**src/design/dtp_pkg.sv**
```systemverilog
// Shared types and constants for the duration text parser.
package dtp_pkg;

  // Parse phase codes
  localparam logic [2:0] PH_LEAD    = 3'd0;
  localparam logic [2:0] PH_DIGITS  = 3'd1;
  localparam logic [2:0] PH_SUFFIX  = 3'd2;
  localparam logic [2:0] PH_NEG     = 3'd3;
  localparam logic [2:0] PH_INVALID = 3'd4;

  // Result status codes
  localparam logic [2:0] ST_OK      = 3'd0;
  localparam logic [2:0] ST_EMPTY   = 3'd1;
  localparam logic [2:0] ST_NEG     = 3'd2;
  localparam logic [2:0] ST_RANGE   = 3'd3;
  localparam logic [2:0] ST_INVALID = 3'd4;
  localparam logic [2:0] ST_MISSING = 3'd5;
  localparam logic [2:0] ST_UNKNOWN = 3'd6;

  // Characters
  localparam logic [7:0] CHAR_SPACE = 8'h20;
  localparam logic [7:0] CHAR_TAB   = 8'h09;
  localparam logic [7:0] CHAR_MINUS = 8'h2D;
  localparam logic [7:0] CHAR_ZERO  = 8'h30;
  localparam logic [7:0] CHAR_NINE  = 8'h39;
  localparam logic [7:0] CHAR_S     = 8'h73;
  localparam logic [7:0] CHAR_M     = 8'h6D;
  localparam logic [7:0] CHAR_H     = 8'h68;
  localparam logic [15:0] SFX_MS    = {CHAR_S, CHAR_M};

  // Unit multipliers and the largest count each allows
  localparam int unsigned MUL_W = 22;
  localparam logic [MUL_W-1:0] MUL_MS   = 22'd1;
  localparam logic [MUL_W-1:0] MUL_SEC  = 22'd1000;
  localparam logic [MUL_W-1:0] MUL_MIN  = 22'd60000;
  localparam logic [MUL_W-1:0] MUL_HOUR = 22'd3600000;
  localparam logic [63:0] MAX_S64   = 64'h7FFF_FFFF_FFFF_FFFF;
  localparam logic [63:0] LIM_MS    = MAX_S64;
  localparam logic [63:0] LIM_SEC   = MAX_S64 / 64'd1000;
  localparam logic [63:0] LIM_MIN   = MAX_S64 / 64'd60000;
  localparam logic [63:0] LIM_HOUR  = MAX_S64 / 64'd3600000;

  // Parser state captured at the end of a string
  typedef struct packed {
    logic [2:0]  phase;
    logic [63:0] count;
    logic        overflow;
    logic [15:0] sfx;
    logic [1:0]  sfx_len;
    logic        sfx_bad;
  } rec_t;

endpackage

```
**src/design/dtp_scan.sv**
```systemverilog
// Character scanner: per-word update of the parse state.
module dtp_scan (
  input  logic              clk,
  input  logic              rst,
  input  logic              take,
  input  logic [7:0]        char_byte,
  input  logic              has_char,
  input  logic              is_last,
  output dtp_pkg::rec_t     rec
);

  logic [2:0]  phase, phase_next;
  logic [63:0] count, count_next;
  logic        ovf, ovf_next;
  logic [15:0] sfx, sfx_next;
  logic [1:0]  slen, slen_next;
  logic        sbad, sbad_next;
  logic        pend, pend_next;

  logic        blank, digit, take_sfx;
  logic [3:0]  dval;
  logic [67:0] mac;

  always_comb begin
    blank = (char_byte == dtp_pkg::CHAR_SPACE) || (char_byte == dtp_pkg::CHAR_TAB);
    digit = (char_byte >= dtp_pkg::CHAR_ZERO) && (char_byte <= dtp_pkg::CHAR_NINE);
    dval  = 4'(char_byte - dtp_pkg::CHAR_ZERO);
    // count * 10 + digit, carry above bit 63 flags overflow
    mac   = ({4'b0, count} << 3) + ({4'b0, count} << 1) + {64'b0, dval};

    phase_next = phase;
    count_next = count;
    ovf_next   = ovf;
    sfx_next   = sfx;
    slen_next  = slen;
    sbad_next  = sbad;
    pend_next  = pend;
    take_sfx   = 1'b0;

    if (has_char) begin
      unique case (phase)
        dtp_pkg::PH_LEAD: begin
          if (!blank) begin
            if (char_byte == dtp_pkg::CHAR_MINUS) begin
              phase_next = dtp_pkg::PH_NEG;
            end else if (digit) begin
              phase_next = dtp_pkg::PH_DIGITS;
              count_next = {60'b0, dval};
            end else begin
              phase_next = dtp_pkg::PH_INVALID;
            end
          end
        end
        dtp_pkg::PH_DIGITS: begin
          if (digit) begin
            if (mac[67:64] != 4'b0) begin
              ovf_next = 1'b1;
            end
            count_next = mac[63:0];
          end else begin
            phase_next = dtp_pkg::PH_SUFFIX;
            take_sfx   = 1'b1;
          end
        end
        dtp_pkg::PH_SUFFIX: begin
          take_sfx = 1'b1;
        end
        default: begin
        end
      endcase
    end

    // suffix: blanks are held back; one followed by more text spoils the unit
    if (take_sfx) begin
      if (blank) begin
        pend_next = 1'b1;
      end else begin
        if (pend) begin
          sbad_next = 1'b1;
        end
        if (slen == 2'd0) begin
          sfx_next  = {8'b0, char_byte};
          slen_next = 2'd1;
        end else if (slen == 2'd1) begin
          sfx_next  = {char_byte, sfx[7:0]};
          slen_next = 2'd2;
        end else begin
          sbad_next = 1'b1;
        end
      end
    end

    rec.phase    = phase_next;
    rec.count    = count_next;
    rec.overflow = ovf_next;
    rec.sfx      = sfx_next;
    rec.sfx_len  = slen_next;
    rec.sfx_bad  = sbad_next;
  end

  always_ff @(posedge clk) begin
    if (rst || (take && is_last)) begin
      phase <= dtp_pkg::PH_LEAD;
      count <= 64'b0;
      ovf   <= 1'b0;
      sfx   <= 16'b0;
      slen  <= 2'b0;
      sbad  <= 1'b0;
      pend  <= 1'b0;
    end else if (take) begin
      phase <= phase_next;
      count <= count_next;
      ovf   <= ovf_next;
      sfx   <= sfx_next;
      slen  <= slen_next;
      sbad  <= sbad_next;
      pend  <= pend_next;
    end
  end

endmodule

```
**src/design/duration_text_parser.sv**
```systemverilog
// Top level of the duration text parser: scanner, finish decode and scaling pipeline.
//
//   channel   dir   words                         payload
//   s_axis    in    one text character per word   tdata: char_byte; tuser: has_char;
//                                                  tlast: is_last
//   m_axis    out   one result per string          tdata: duration_ms, status
//
// One input word is taken every cycle while s_axis_tready is high; the parse state updates
// in the cycle it is accepted. A result leaves through registered stages after the word marked
// last: record capture, status decode with split 32x22 partial products, then the final add.
// Each stage moves on whenever the stage after it can take a word; s_axis_tready drops
// only while stage B holds a record that cannot move, so input keeps flowing until
// three results are queued behind a stalled m_axis.
// rst is synchronous and active high; it empties the pipe and restarts the parse.
module duration_text_parser (
  input  logic        clk,
  input  logic        rst,
  input  logic        s_axis_tvalid,
  output logic        s_axis_tready,
  input  logic [7:0]  s_axis_tdata,   // [7:0] char_byte
  input  logic        s_axis_tuser,   // [0] has_char
  input  logic        s_axis_tlast,   // is_last
  output logic        m_axis_tvalid,
  input  logic        m_axis_tready,
  output logic [71:0] m_axis_tdata    // [62:0] duration_ms, [65:63] status, [71:66] zero
);

  logic          s_acc;
  dtp_pkg::rec_t scan_rec;

  // stage B: captured end-of-string record
  logic          b_valid;
  dtp_pkg::rec_t b_rec;
  logic          b_ready;

  // stage C: status and partial products
  logic          c_valid;
  logic [2:0]    c_status;
  logic [53:0]   c_pp_lo;
  logic [53:0]   c_pp_hi;
  logic          c_ready;

  // stage D: output word
  logic          d_valid;
  logic [2:0]    d_status;
  logic [62:0]   d_ms;
  logic          d_ready;

  logic [2:0]            b_status;
  logic [dtp_pkg::MUL_W-1:0] b_mul;
  logic [dtp_pkg::MUL_W-1:0] b_unit;
  logic [63:0]           b_limit;
  logic [63:0]           c_sum;

  assign d_ready       = !d_valid || m_axis_tready;
  assign c_ready       = !c_valid || d_ready;
  assign b_ready       = !b_valid || c_ready;
  assign s_axis_tready = b_ready;
  assign s_acc         = s_axis_tvalid && s_axis_tready;

  dtp_scan u_scan (
    .clk       (clk),
    .rst       (rst),
    .take      (s_acc),
    .char_byte (s_axis_tdata),
    .has_char  (s_axis_tuser),
    .is_last   (s_axis_tlast),
    .rec       (scan_rec)
  );

  always_ff @(posedge clk) begin
    if (rst) begin
      b_valid <= 1'b0;
    end else if (b_ready) begin
      b_valid <= s_acc && s_axis_tlast;
    end
    if (b_ready && s_acc && s_axis_tlast) begin
      b_rec <= scan_rec;
    end
  end

  // unit lookup: "ms" needs both bytes, single letters leave the high byte zero
  always_comb begin
    b_unit  = '0;
    b_limit = dtp_pkg::LIM_MS;
    if (b_rec.sfx_len == 2'd2) begin
      if (b_rec.sfx == dtp_pkg::SFX_MS) begin
        b_unit  = dtp_pkg::MUL_MS;
        b_limit = dtp_pkg::LIM_MS;
      end
    end else if (b_rec.sfx_len == 2'd1) begin
      unique case (b_rec.sfx[7:0])
        dtp_pkg::CHAR_S: begin
          b_unit  = dtp_pkg::MUL_SEC;
          b_limit = dtp_pkg::LIM_SEC;
        end
        dtp_pkg::CHAR_M: begin
          b_unit  = dtp_pkg::MUL_MIN;
          b_limit = dtp_pkg::LIM_MIN;
        end
        dtp_pkg::CHAR_H: begin
          b_unit  = dtp_pkg::MUL_HOUR;
          b_limit = dtp_pkg::LIM_HOUR;
        end
        default: begin
        end
      endcase
    end
  end

  // error priority follows the phase, then overflow, then suffix checks, then the unit limit
  always_comb begin
    unique case (b_rec.phase) inside
      dtp_pkg::PH_LEAD:   b_status = dtp_pkg::ST_EMPTY;
      dtp_pkg::PH_NEG:    b_status = dtp_pkg::ST_NEG;
      dtp_pkg::PH_DIGITS,
      dtp_pkg::PH_SUFFIX: begin
        if (b_rec.overflow) begin
          b_status = dtp_pkg::ST_RANGE;
        end else if (b_rec.sfx_bad) begin
          b_status = dtp_pkg::ST_UNKNOWN;
        end else if (b_rec.sfx_len == 2'd0) begin
          b_status = dtp_pkg::ST_MISSING;
        end else if (b_unit == '0) begin
          b_status = dtp_pkg::ST_UNKNOWN;
        end else if (b_rec.count > b_limit) begin
          b_status = dtp_pkg::ST_RANGE;
        end else begin
          b_status = dtp_pkg::ST_OK;
        end
      end
      default:            b_status = dtp_pkg::ST_INVALID;
    endcase
    // zero multiplier on any error gives a zero duration for free
    b_mul = (b_status == dtp_pkg::ST_OK) ? b_unit : '0;
  end

  always_ff @(posedge clk) begin
    if (rst) begin
      c_valid <= 1'b0;
    end else if (c_ready) begin
      c_valid <= b_valid;
    end
    if (c_ready && b_valid) begin
      c_status <= b_status;
      c_pp_lo  <= b_rec.count[31:0] * b_mul;
      c_pp_hi  <= b_rec.count[63:32] * b_mul;
    end
  end

  // a valid product is below 2^63, so the high partial product fits in 31 bits
  assign c_sum = {10'b0, c_pp_lo} + {c_pp_hi[31:0], 32'b0};

  always_ff @(posedge clk) begin
    if (rst) begin
      d_valid <= 1'b0;
    end else if (d_ready) begin
      d_valid <= c_valid;
    end
    if (d_ready && c_valid) begin
      d_status <= c_status;
      d_ms     <= c_sum[62:0];
    end
  end

  assign m_axis_tvalid = d_valid;
  assign m_axis_tdata  = {6'b0, d_status, d_ms};

`ifndef SYNTHESIS
  a_err_zero: assert property (@(posedge clk) disable iff (rst)
    (m_axis_tvalid && (m_axis_tdata[65:63] != dtp_pkg::ST_OK)) |-> (m_axis_tdata[62:0] == 63'b0))
    else $error("nonzero duration with error status");

  a_rec_from_last: assert property (@(posedge clk) disable iff (rst)
    $rose(b_valid) |-> $past(s_acc && s_axis_tlast))
    else $error("record captured without a last word");

  a_b_hold: assert property (@(posedge clk) disable iff (rst)
    (b_valid && !c_ready) |=> (b_valid && $stable(b_rec)))
    else $error("stalled record lost or changed");

  a_c_hold: assert property (@(posedge clk) disable iff (rst)
    (c_valid && !d_ready) |=> (c_valid && $stable(c_status) && $stable(c_pp_lo)))
    else $error("stalled product lost or changed");
`endif

endmodule

```
**config.mk**
```make
export PLATFORM = sky130hd
export DESIGN_NAME = duration_text_parser
export DESIGN_NICKNAME = d
export VERILOG_FILES = /design/src/design/dtp_pkg.sv /design/src/design/dtp_scan.sv /design/src/design/duration_text_parser.sv
export SDC_FILE = /design/constraint.sdc
export NUM_CORES = 2
export LEC_CHECK = 0
export BUFFER_PORTS_ARGS = -buffer_cell sky130_fd_sc_hd__buf_2
export CELL_PAD_IN_SITES_DETAIL_PLACEMENT = 2
export CELL_PAD_IN_SITES_GLOBAL_PLACEMENT = 2
export CORE_ASPECT_RATIO = 1.4
export CORE_MARGIN = 2
export CORE_UTILIZATION = 40
export DETAILED_ROUTE_END_ITERATION = 12
export GPL_ROUTABILITY_DRIVEN = 1
export PLACE_DENSITY = 0.76
export SYNTH_ARGS = -nofsm -noshare
export SYNTH_HDL_FRONTEND = slang
export SYNTH_SLANG_ARGS = --single-unit
```
**constraint.sdc**
```tcl
create_clock -name clk -period 12.55 [get_ports clk]
set_input_delay 3.1375 -clock clk [delete_from_list [all_inputs] [get_ports clk]]
set_output_delay 3.1375 -clock clk [all_outputs]
set_load 0.005 [all_outputs]
```
# Word level (Yosys, flattened, before mapping)
# Index checks and enable logic that the tools add are counted.
# totals
ramBits,0
regBits,332
in_bits,14
romBits,0
memories,0
latchBits,0
# op_classes
shift,0
n_div,0
bitwise_logic,0
n_eq_ne,15
n_lt_le_gt_ge,3
addsub,4
n_mul,2
mux,46
reduce_logical,24
# op_table
operator,count
2-to-1 mux 64 bit,7
one-hot mux 63 bit (3 select lines),1
one-hot mux 64 bit (2 select lines),1
adder 67 x 65 -> 68 bit,1
adder 68 x 4 -> 68 bit,1
2-to-1 mux 22 bit,3
one-hot mux 22 bit (3 select lines),1
> comparator 64 bit,1
2-to-1 mux 16 bit,4
adder 54 x 63 -> 63 bit,1
multiplier 32 x 22 -> 54 bit,1
multiplier 32 x 22 -> 31 bit,1
2-to-1 mux 3 bit,9
equality test 8 x 7 -> 1 bit (second input constant),3
zero test 22 bit,1
equality test 16 x 15 -> 1 bit (second input constant),1
equality test 8 x 6 -> 1 bit (second input constant),2
2-to-1 mux 1 bit,12
2-to-1 mux 2 bit,5
equality test 3 x 2 -> 1 bit (second input constant),3
zero test 3 bit,3
one-hot mux 3 bit (3 select lines),1
equality test 8 x 4 -> 1 bit (second input constant),1
>= comparator 8 x 6 -> 1 bit (second input constant),1
14 further kinds,29

# Logic depth before layout (Yosys ltp)
# logic_depth
depth_word,14
depth_mapped,45
mapped_depth_nobuf,43

# Cells and area by module
# Synthesis repeated with hierarchy kept, for this count alone.
# unflattened
cells_unflattened,4674
hier_area_um2,46160.5
# by_module_without_submodules
module,area_per_inst_um2,n_inst,cells_each,seq_area_each_um2
duration_text_parser,37185.7,1,3523,7297.0
dtp_scan,8974.9,1,1151,1761.7

# Worst setup path after synthesis
# No wires, ideal clock.
# synth_timing
path_kind,register to register
from,reg b_rec[6] (netlist bit)
to,reg c_pp_lo[50] (data pin)
required_ns,12.291
slack_ns,1.973
stages_incl_launch_ff,43
t_arrival_ns,10.318
setup_ns,0.259
synth_period_minus_slack_ns,10.577
cell_sequence,edfxtp_1 -> nand3b_1 -> or2_0 -> o21ai_0 -> a21oi_1 -> nor2_1 -> ha_1 -> nand4_1 -> nor3_1 -> nand4_1 -> or3_1 -> a21o_1 -> a31oi_1 -> o21ai_0 -> a21oi_1 -> or2_1 -> buf_2 -> a21oi_4 -> [7 not listed] -> inv_1 -> fa_1 -> fa_1 -> fa_1 -> fa_1 -> inv_1 -> ha_1 -> nand3_1 -> nor3_1 -> o2111ai_1 -> o21ai_0 -> o2111ai_1 -> a21boi_0 -> a21bo_2 -> o211ai_1 -> a21oi_1 -> nor2_1 -> a211o_1
# synth_between
elab_chain_len,14
word_cells_on_any_way,22
# synth_rtl
item,line_no,text
"start, declared",duration_text_parser.sv:33,dtp_pkg::rec_t b_rec;
"start signal, assigned",duration_text_parser.sv:78,b_rec <= scan_rec;
equality test 8 x 7 -> 1 bit,duration_text_parser.sv:92,unique case (b_rec.sfx[7:0])
one-hot mux 63 bit (3 select lines),duration_text_parser.sv:92,
2-to-1 mux 64 bit,duration_text_parser.sv:91,end else if (b_rec.sfx_len == 2'd1) begin
2-to-1 mux 64 bit,duration_text_parser.sv:86,if (b_rec.sfx_len == 2'd2) begin
> comparator 64 bit,duration_text_parser.sv:126,end else if (b_rec.count > b_limit) begin
2-to-1 mux 2 bit,duration_text_parser.sv:126,
2-to-1 mux 3 bit,duration_text_parser.sv:124,end else if (b_unit == '0) begin
2-to-1 mux 3 bit,duration_text_parser.sv:122,end else if (b_rec.sfx_len == 2'd0) begin
2-to-1 mux 3 bit,duration_text_parser.sv:120,end else if (b_rec.sfx_bad) begin
2-to-1 mux 3 bit,duration_text_parser.sv:118,if (b_rec.overflow) begin
one-hot mux 3 bit (3 select lines),duration_text_parser.sv:113,unique case (b_rec.phase) inside
zero test 3 bit,duration_text_parser.sv:135,b_mul = (b_status == dtp_pkg::ST_OK) ? b_unit : '0;
2-to-1 mux 22 bit (*),duration_text_parser.sv:135,
multiplier 32 x 22 -> 54 bit (*),duration_text_parser.sv:146,c_pp_lo <= b_rec.count[31:0] * b_mul;
"end signal, assigned",duration_text_parser.sv:146,
"end, declared",duration_text_parser.sv:39,logic [53:0] c_pp_lo;
# Every way passes the cells marked *; elsewhere a longest branch is shown, timed or not.
# A chain may end at the register's enable or synchronous reset.

# Worst setup path in the final report
# layout_timing
from,reg b_rec[10] (netlist bit)
to,reg c_pp_lo[53] (data pin)
# The elaborated chain is that of the path after synthesis.

==> metrics.cfg <==
[outcome]
outcome=finished clean

[floorplan]
die_h_um=404.0
core_um2=113300
rows=146
die_area_um2=117100
ioPinCount=88
fp.dieW_um=289.7
initial_core_util=0.4036

[pwr]
leakagePower_nw=25.26
combPwrFrac=0.059
p_int_mw=1.979
ir_drop_mv=0.08855
switching_share=0.2698
p_per_area_nw_per_um2=54.93
p_sw_mw=0.7311
clkPwrFrac=0.483
pwr-share-seq=0.458

[route]
drt_iter0_markers=1345
drc_errors=0
first_pass_iters=5
routed_via_density=5.358
wl_um=151200
routedWlPerCell_um=24.12
vias=33590
ant_nets=0

[yosys]
synth_ff_type=edfxtp_1
yosys_warnings=0
synthCells=4703
seq_area_frac_synth=0.1981
syn_avg_cell_area_um2=9.721
syn-cell-area_um2=45720
synth_seq_cells=332
synthArstFlopShare=0
synth_edf_count=241
synth_cell_types=78

[sta]
rsz0062_at_grt=no
setup_viol=0
fmax_mhz=83.97
worst_slew_pin_slew_ns=1.046
period_share=0.9490
finClkSkew_ns=0.03728
report.final.slew_viol_count=0
period_minus_slack_ns=11.91
hold_violations=0
relSlewSlack=0.3023
hold_slack_ns=0.4138

[setup_path]
crit_path_top_delay_cell=or4_1
crit_buf_inv=7
path_common_cell=fa_1
path_delay_family=adder cells
worstPathMaxFanout=14
cp.arrival_ns=12.27
slowest_delay_ns=0.68
ff2ff_path_depth=41
crit_cells=41
endpoint_kind=register
r2r_end=c_pp_lo[53]$_DFFE_PP_
worst_setup_path_start_kind=register
cp.required_ns=12.92
path_class=register to register
r2r_setup_slack_ns=0.64
r2r-start=b_rec[10]$_DFFE_PP_

[final_layout]
num_antenna_cells=0
nFillCells=12290
fin_util=0.4356
layout-drive-gt1-share=0.04803
fin_nets=6050
multi_input_area_um2=32510
seqCellArea_um2=9059
area_growth_pct=7.912

[grt]
overflow=0
grt_pass1_vias=40060
grtUsageTotal=0.2638
grt_pass1_wl_um=235200
grt_max_degree=74
antenna_found_initial=2

[clocking]
path_clk_slew_ns=0.08
post_cts_buffers=0
cts.path.max_buffers=3
clock_latency_ns=0.65
cts_tree=done
holdBufCountCts=0
cts_buffers=41
cts_root_buf=clkbuf_16
cts_htree_levels=2
cts.sinks=332

[job]
max_cap_violations=0

[hold_path]
hold-path-endpoint=d_ms[16]$_DFFE_PP_
min_path_type=register to register
hold_start=c_pp_lo[16]$_DFFE_PP_
holdPathStages=0

[placed_design]
port_buffers=81
dp_hpwl_um=124900
place_congestion=0.8802

-- state kept, by name, indices dropped and copies added (netlist names) --
name and cells:
u_scan.sbad 1, u_scan.slen 2, d_status 3, c_pp_lo 54, u_scan.pend 1, c_valid 1
u_scan.count 64, b_rec 87, u_scan.phase 3, d_ms 63, m_axis_tvalid 1, c_pp_hi 31
c_status 3, u_scan.sfx 16, b_valid 1, u_scan.ovf 1
-- worst max-delay path by stage --
stage                                  to  slack [ns]                start
floorplan           c_pp_lo[50]$_DFFE_PP_        1.97   b_rec[6]$_DFFE_PP_
global placement    c_pp_lo[50]$_DFFE_PP_        0.14  b_rec[10]$_DFFE_PP_
detailed placement  c_pp_lo[50]$_DFFE_PP_       -0.14  b_rec[10]$_DFFE_PP_
CTS                 c_pp_lo[48]$_DFFE_PP_        0.04   b_rec[6]$_DFFE_PP_
global route        c_pp_lo[50]$_DFFE_PP_        0.05  b_rec[10]$_DFFE_PP_
finish              c_pp_lo[53]$_DFFE_PP_        0.64  b_rec[10]$_DFFE_PP_
-- cell usage in the layout (no fill, tap or decap), types with 20 or more instances in the layout --
master / Yosys / layout
a21o_1: 82 / 82
a21oi_1: 210 / 209
a22o_1: 23 / 23
a31oi_1: 20 / 20
and2_1: 329 / 328
buf_2: 32 / 81
buf_4: 6 / 35
clkbuf_16: 0 / 41
dfxtp_1: 91 / 91
edfxtp_1: 241 / 241
fa_1: 635 / 635
ha_1: 645 / 645
inv_1: 1005 / 1003
nand2_1: 336 / 333
nand2b_1: 28 / 28
nand3_1: 35 / 35
nand4_1: 25 / 25
nor2_1: 182 / 179
nor3_1: 62 / 61
o21a_1: 40 / 40
o21ai_0: 138 / 137
xnor2_1: 132 / 132
xor2_1: 53 / 53
-- metrics by stage --
step / std cells / setup slack, ns / instance area, µm² / TNS [ns] / total power, mW
3_5_place_dp: 6192 / -0.1425 / 47840 / -0.4616 / 1.423
3_3_place_gp: 6192 / 0.1422 / 47840 / 0 / 1.414
6_report: 6269 / 0.6405 / 49330 / 0 / 2.710
2_1_floorplan: 4709 / 1.973 / 45740 / 0 / 1.348
4_1_cts: 6268 / 0.04483 / 49280 / 0 / 2.750
5_1_grt: 6269 / 0.05002 / 49330 / 0 / 2.795
-- logic make-up (layout without fill, tap and decap cells) --
| group | Yosys count | in the layout | share of synthesized area |
|---|---|---|---|
| xor+xnor | 185 | 185 | 0.03544 |
| other cells | 1 | 7 | 0.00008203 |
| simple gates | 1092 | 1093 | 0.1197 |
| mux | 14 | 14 | 0.003312 |
| compound gates | 679 | 679 | 0.09541 |
| fa+ha+maj | 1280 | 1280 | 0.4546 |
| buf+inv | 1120 | 1199 | 0.09333 |
| flops | 332 | 332 | 0.1981 |
-- power by group through the flow --
stage | clock (mW) | combinational (mW) | sequential, mW
after global placement | 0 | 0.152 | 1.26
after detailed placement | 0 | 0.159 | 1.26
after CTS | 1.35 | 0.161 | 1.24
after global routing | 1.38 | 0.177 | 1.24
after floorplan | 0 | 0.105 | 1.24
final | 1.31 | 0.159 | 1.24
-- what timing repair did --
action                     in CTS  in global routing
setup endpoints to repair       5                 13
resized for setup               2                 11
pin swaps                       0                  1
cloned                          0                  1
-- Yosys cell counts, types with 62 or more instances --
| master | count | area [µm²] |
|---|---|---|
| inv_1 | 1005 | 3772 |
| o21ai_0 | 138 | 690.7 |
| a21oi_1 | 210 | 1051 |
| ha_1 | 645 | 8070 |
| nor3_1 | 62 | 310.3 |
| nand2_1 | 336 | 1261 |
| xnor2_1 | 132 | 1156 |
| a21o_1 | 82 | 615.6 |
| dfxtp_1 | 91 | 1822 |
| fa_1 | 635 | 12710 |
| edfxtp_1 | 241 | 7237 |
| clkbuf_1 | 69 | 259.0 |
| and2_1 | 329 | 2058 |
| nor2_1 | 182 | 683.2 |
-- metal layers --
layer,GRT usage,part of all wire
met5,0,0.000086
met4,0.1009,0.042
met3,0.01922,0.018
met2,0.5089,0.55
met1,0.2967,0.39
-- final cells by class --
type | count | share of cell area
Multi-Input combinational cell | 3258 | 0.6591
Sequential cell | 332 | 0.1836
Inverter | 1005 | 0.07657
Tap cell | 1480 | 0.03754
Clock buffer | 47 | 0.02146
Timing Repair Buffer | 118 | 0.01400
Clock inverter | 29 | 0.007735
(Power assumes the default switching activity.)
